File: config.mk
export PLATFORM = sky130hd
export DESIGN_NAME = mrht_modu
export DESIGN_NICKNAME = d
export VERILOG_FILES = /design/src/rtl/core/mrht_modu.sv
export SDC_FILE = /design/constraint.sdc
export NUM_CORES = 1
export LEC_CHECK = 0
export BUFFER_PORTS_ARGS = -buffer_cell sky130_fd_sc_hd__buf_2
export CAP_MARGIN = 20
export CORE_UTILIZATION = 25
export DETAILED_ROUTE_END_ITERATION = 12
export GPL_TIMING_DRIVEN = 0
export PLACE_DENSITY = 0.52
export SETUP_SLACK_MARGIN = 0.4
export SYNTH_ARGS = -nofsm -noshare
export SYNTH_HDL_FRONTEND = slang
export SYNTH_SLANG_ARGS = --single-unit
export TNS_END_PERCENT = 30
File: constraint.sdc
create_clock -name clk_i -period 2.85 [get_ports clk_i]
set_input_delay 0.285 -clock clk_i [delete_from_list [all_inputs] [get_ports clk_i]]
set_output_delay 0.285 -clock clk_i [all_outputs]
set_load 0.01 [all_outputs]
File: src/rtl/core/mrht_modu.sv
// Bit-serial remainder of a 32-bit hash by a 9-bit modulus.
`timescale 1ns / 1ps
module mrht_modu (
  input  logic        clk_i,
  input  logic        rst_ni,
  input  logic        start_i,
  input  logic [31:0] dividend_i,
  input  logic [8:0]  divisor_i,
  output logic        busy_o,
  output logic [8:0]  rem_o
);

  logic [31:0] shf_q, shf_d;
  logic [9:0]  rem_q, rem_d;
  logic [8:0]  div_q, div_d;
  logic [5:0]  cnt_q, cnt_d;
  logic [9:0]  trial;

  always_comb begin
    shf_d = shf_q;
    rem_d = rem_q;
    div_d = div_q;
    cnt_d = cnt_q;
    trial = {rem_q[8:0], shf_q[31]};
    if (start_i) begin
      shf_d = dividend_i;
      rem_d = '0;
      div_d = divisor_i;
      cnt_d = 6'd32;
    end else if (cnt_q != 6'd0) begin
      shf_d = {shf_q[30:0], 1'b0};
      rem_d = (trial >= {1'b0, div_q}) ? trial - {1'b0, div_q} : trial;
      cnt_d = cnt_q - 6'd1;
    end
  end

  always_ff @(posedge clk_i or negedge rst_ni) begin
    if (!rst_ni) begin
      cnt_q <= '0;
    end else begin
      cnt_q <= cnt_d;
    end
  end

  always_ff @(posedge clk_i) begin
    shf_q <= shf_d;
    rem_q <= rem_d;
    div_q <= div_d;
  end

  assign busy_o = (cnt_q != 6'd0);
  assign rem_o  = rem_q[8:0];

endmodule

==> results_dict.tcl <==
set metrics [dict create \
    drc 0 \
    cap_violations 0 \
    synth_ff_type "edfxtp_1" \
    antenna_left 0 \
    final_nets 336 \
    cp-end-kind "flop" \
    rsz0062_at_grt "true" \
    cts.sinks 56 \
    antenna_found_initial 0 \
    r2r_slack_ns 0.53 \
    syn-num-nets 270 \
    slew_headroom 0.622 \
    post_synth_inst_count 215 \
    numCtsBuffers 5 \
    portBuffers 53 \
    yosys_register_bits 56 \
    hpwl_mm 3.88 \
    cts_root_buffer "clkbuf_8" \
    area_growth_pct 23.4 \
    wl_mm 5.38 \
    drive_gt1_frac 0.399 \
    async_flop_share 0.107 \
    synth_mux_area_frac 0.137 \
    core.rowCount 37 \
    yosys.area_share.adder 0.0526 \
    final-seq-area_um2 1560 \
    synth_edf_count 41 \
    finalWorstSetupSlack_ns 0.532 \
    grt_util_all_layers 0.0976 \
    p_leak_nw 1.42 \
    diodes 0 \
    vdd_drop_max_mv 0.297 \
    synth_cell_type_count 45 \
    die_x_um 107 \
    crit_fanout 3 \
    via_count 1842 \
    critPathKind "reg2reg" \
    skew_ns 0.00320 \
    multi_input_area_um2 1130 \
    synthesis.area_um2 2760 \
    min_period_ns 2.32 \
    critPathArrivalTime_ns 2.53 \
    start_kind "flop" \
    initial_core_util 0.263 \
    drt-initial-drc-count 50 \
    dieArea_um2 11500 \
    h-tree-depth 2 \
    grt_pass1_wl_mm 8.78 \
    hold_violations 0 \
    coreArea_um2 10500 \
    endpoint "rem_q[8]" \
    worstSkewPairLatency_ns 0.31 \
    synthSimpleGateAreaFrac 0.0880 \
    clock.fmax_mhz 431 \
    synth_xor_xnor_area_share 0.0159 \
    dr.pass1.iters 4 \
    slew_viol_final 0 \
    outcome "finished clean" \
    pre_cts_ws_ns 0.0913 \
    io_pins 54 \
    hp-class "in2reg" \
    synth_compound_area_frac 0.104 \
    clock_path_buffers 2 \
    nFillCells 1083 \
    clkSlewWorstSetupHoldPaths_ns 0.10 \
    viasPerCell 4.42 \
    avgSynthCellArea_um2 12.8 \
    r2r_start "shf_q[31]" \
    grt_pass1_vias 1824 \
    die_y_um 107 \
    grt-ovfl-total 0 \
    yosys_warnings 0 \
    wl_per_cell_um 12.9 \
    synth-seq-area-share 0.566 \
    cellPowerDensity_nw_per_um2 892 \
    worstMarginPinSlew_ns 0.567 \
    crit_required_ns 3.06 \
    crit_start "shf_q[31]" \
    r2r_end "rem_q[8]" \
    synth_top_family_by_area "multiplexers" \
    whs_ns 0.145 \
    fin_crit_sh 0.813 \
    setup_viol 0 \
    cts_tree "yes" \
    grt_max_degree 33 \
    place_congestion 0.761 \
    reg2reg_depth 9 \
]
==> repair_timing <==
| item | CTS | global route |
|---|---|---|
| hold endpoints to repair | 6 | 0 |
| pin swaps | 0 | 5 |
| setup buffers | 0 | 5 |
| gates resized for setup | 1 | 6 |
| hold buffers | 1 | 0 |
| setup endpoints to repair | 38 | 42 |
==> cell type report <==
type,instances,share of cell area
flip-flops and latches,56,0.458
inverters,16,0.0176
clock buffers,5,0.0202
plain buffers,8,0.0118
clock inverters,2,0.0176
well taps,136,0.0500
repair buffers,59,0.0918
multi-input cells,135,0.332
==> per-stage QoR <==
stage | power, W | instance area [um2] | cells | util | setup TNS, ns
2_1_floorplan | 0.00207 | 2760 | 215 | - | 0
3_3_place_gp | 0.00234 | 3190 | 404 | 0.304 | -12.83
3_5_place_dp | 0.00235 | 3200 | 404 | 0.304 | 0
4_1_cts | 0.00300 | 3340 | 412 | 0.318 | 0
5_1_grt | 0.00326 | 3410 | 417 | 0.324 | 0
6_report | 0.00304 | 3410 | 417 | 0.324 | 0
==> worst min path at each step <==
| stage | start | to | depth (start not counted) |
|---|---|---|---|
| after global routing | divisor_i[5] | div_q[5] | 1 |
| after CTS | divisor_i[7] | div_q[7] | 1 |
| final | divisor_i[7] | div_q[7] | 1 |
| after floorplan | rst_ni | cnt_q[0] | 0 |
| after detailed placement | rst_ni | cnt_q[5] | 1 |
| after global placement | rst_ni | cnt_q[5] | 1 |
==> registers in the layout (all words and copies together) (netlist names) <==
| name | count |
|---|---|
| cnt_q | 6 |
| div_q | 9 |
| shf_q | 32 |
| rem_q | 9 |
==> logic make-up (layout without fill, tap and decap cells) <==
logic type	Yosys count	in the layout
AOI/OAI and AO/OA	38	38
and+or+nand+nor	47	47
DFF	56	56
xor gates and xnor gates	5	5
buffers and inverters	24	90
muxes	34	34
adders and majority gates	11	11
==> where the power goes <==
| part | switching (W) | internal [W] | leakage, nW | total (W) |
|---|---|---|---|---|
| registers | 0.000138 | 0.00111 | 0.576 | 0.00125 |
| clock network | 0.000266 | 0.000346 | 0.0642 | 0.000612 |
| logic | 0.000599 | 0.000580 | 0.776 | 0.00118 |
| total | 0.00100 | 0.00203 | 1.42 | 0.00304 |
==> cells in the final DEF (no fill, tap or decap), types with 6 or more instances in the layout <==
master,count
o21ai_0,6
a211oi_1,6
dfxtp_1,9
dfrtp_1,6
edfxtp_1,41
buf_2,54
nor3_1,8
a21oi_1,9
mux2_2,31
inv_1,16
nor2_1,20
ha_1,10
==> cells in the mapped netlist (all sizes together) (3+ instances only) <==
library cell,n,share of area
nor2,20,0.027
dfrtp,6,0.054
mux2,31,0.13
nand2b,3,0.0068
o21ai,6,0.011
nor3,8,0.015
ha,10,0.045
a211oi,7,0.021
nand2,4,0.0054
mux2i,3,0.011
xnor2,3,0.0095
edfxtp,41,0.45
clkbuf,6,0.0082
a21oi,11,0.025
inv,16,0.022
dfxtp,9,0.065
==> critical path: stages, from the launching register on <==
cell	delay [ns]
edfxtp_1	0.40
inv_1	0.07
ha_1	0.16
inv_1	0.06
fa_2	0.37
a211oi_4	0.27
o21bai_1	0.16
o41ai_2	0.29
xor2_1	0.14
a2111oi_2	0.29
==> layer usage <==
metal / up-vias / global-route usage / share of wire
met5: - / 0 / 0
met4: 0 / 0.0235 / 0.0093
li1: 919 / - / -
met2: 40 / 0.151 / 0.46
met3: 5 / 0.0377 / 0.067
met1: 878 / 0.128 / 0.47
Note: power is estimated with default switching activity, not from simulation.
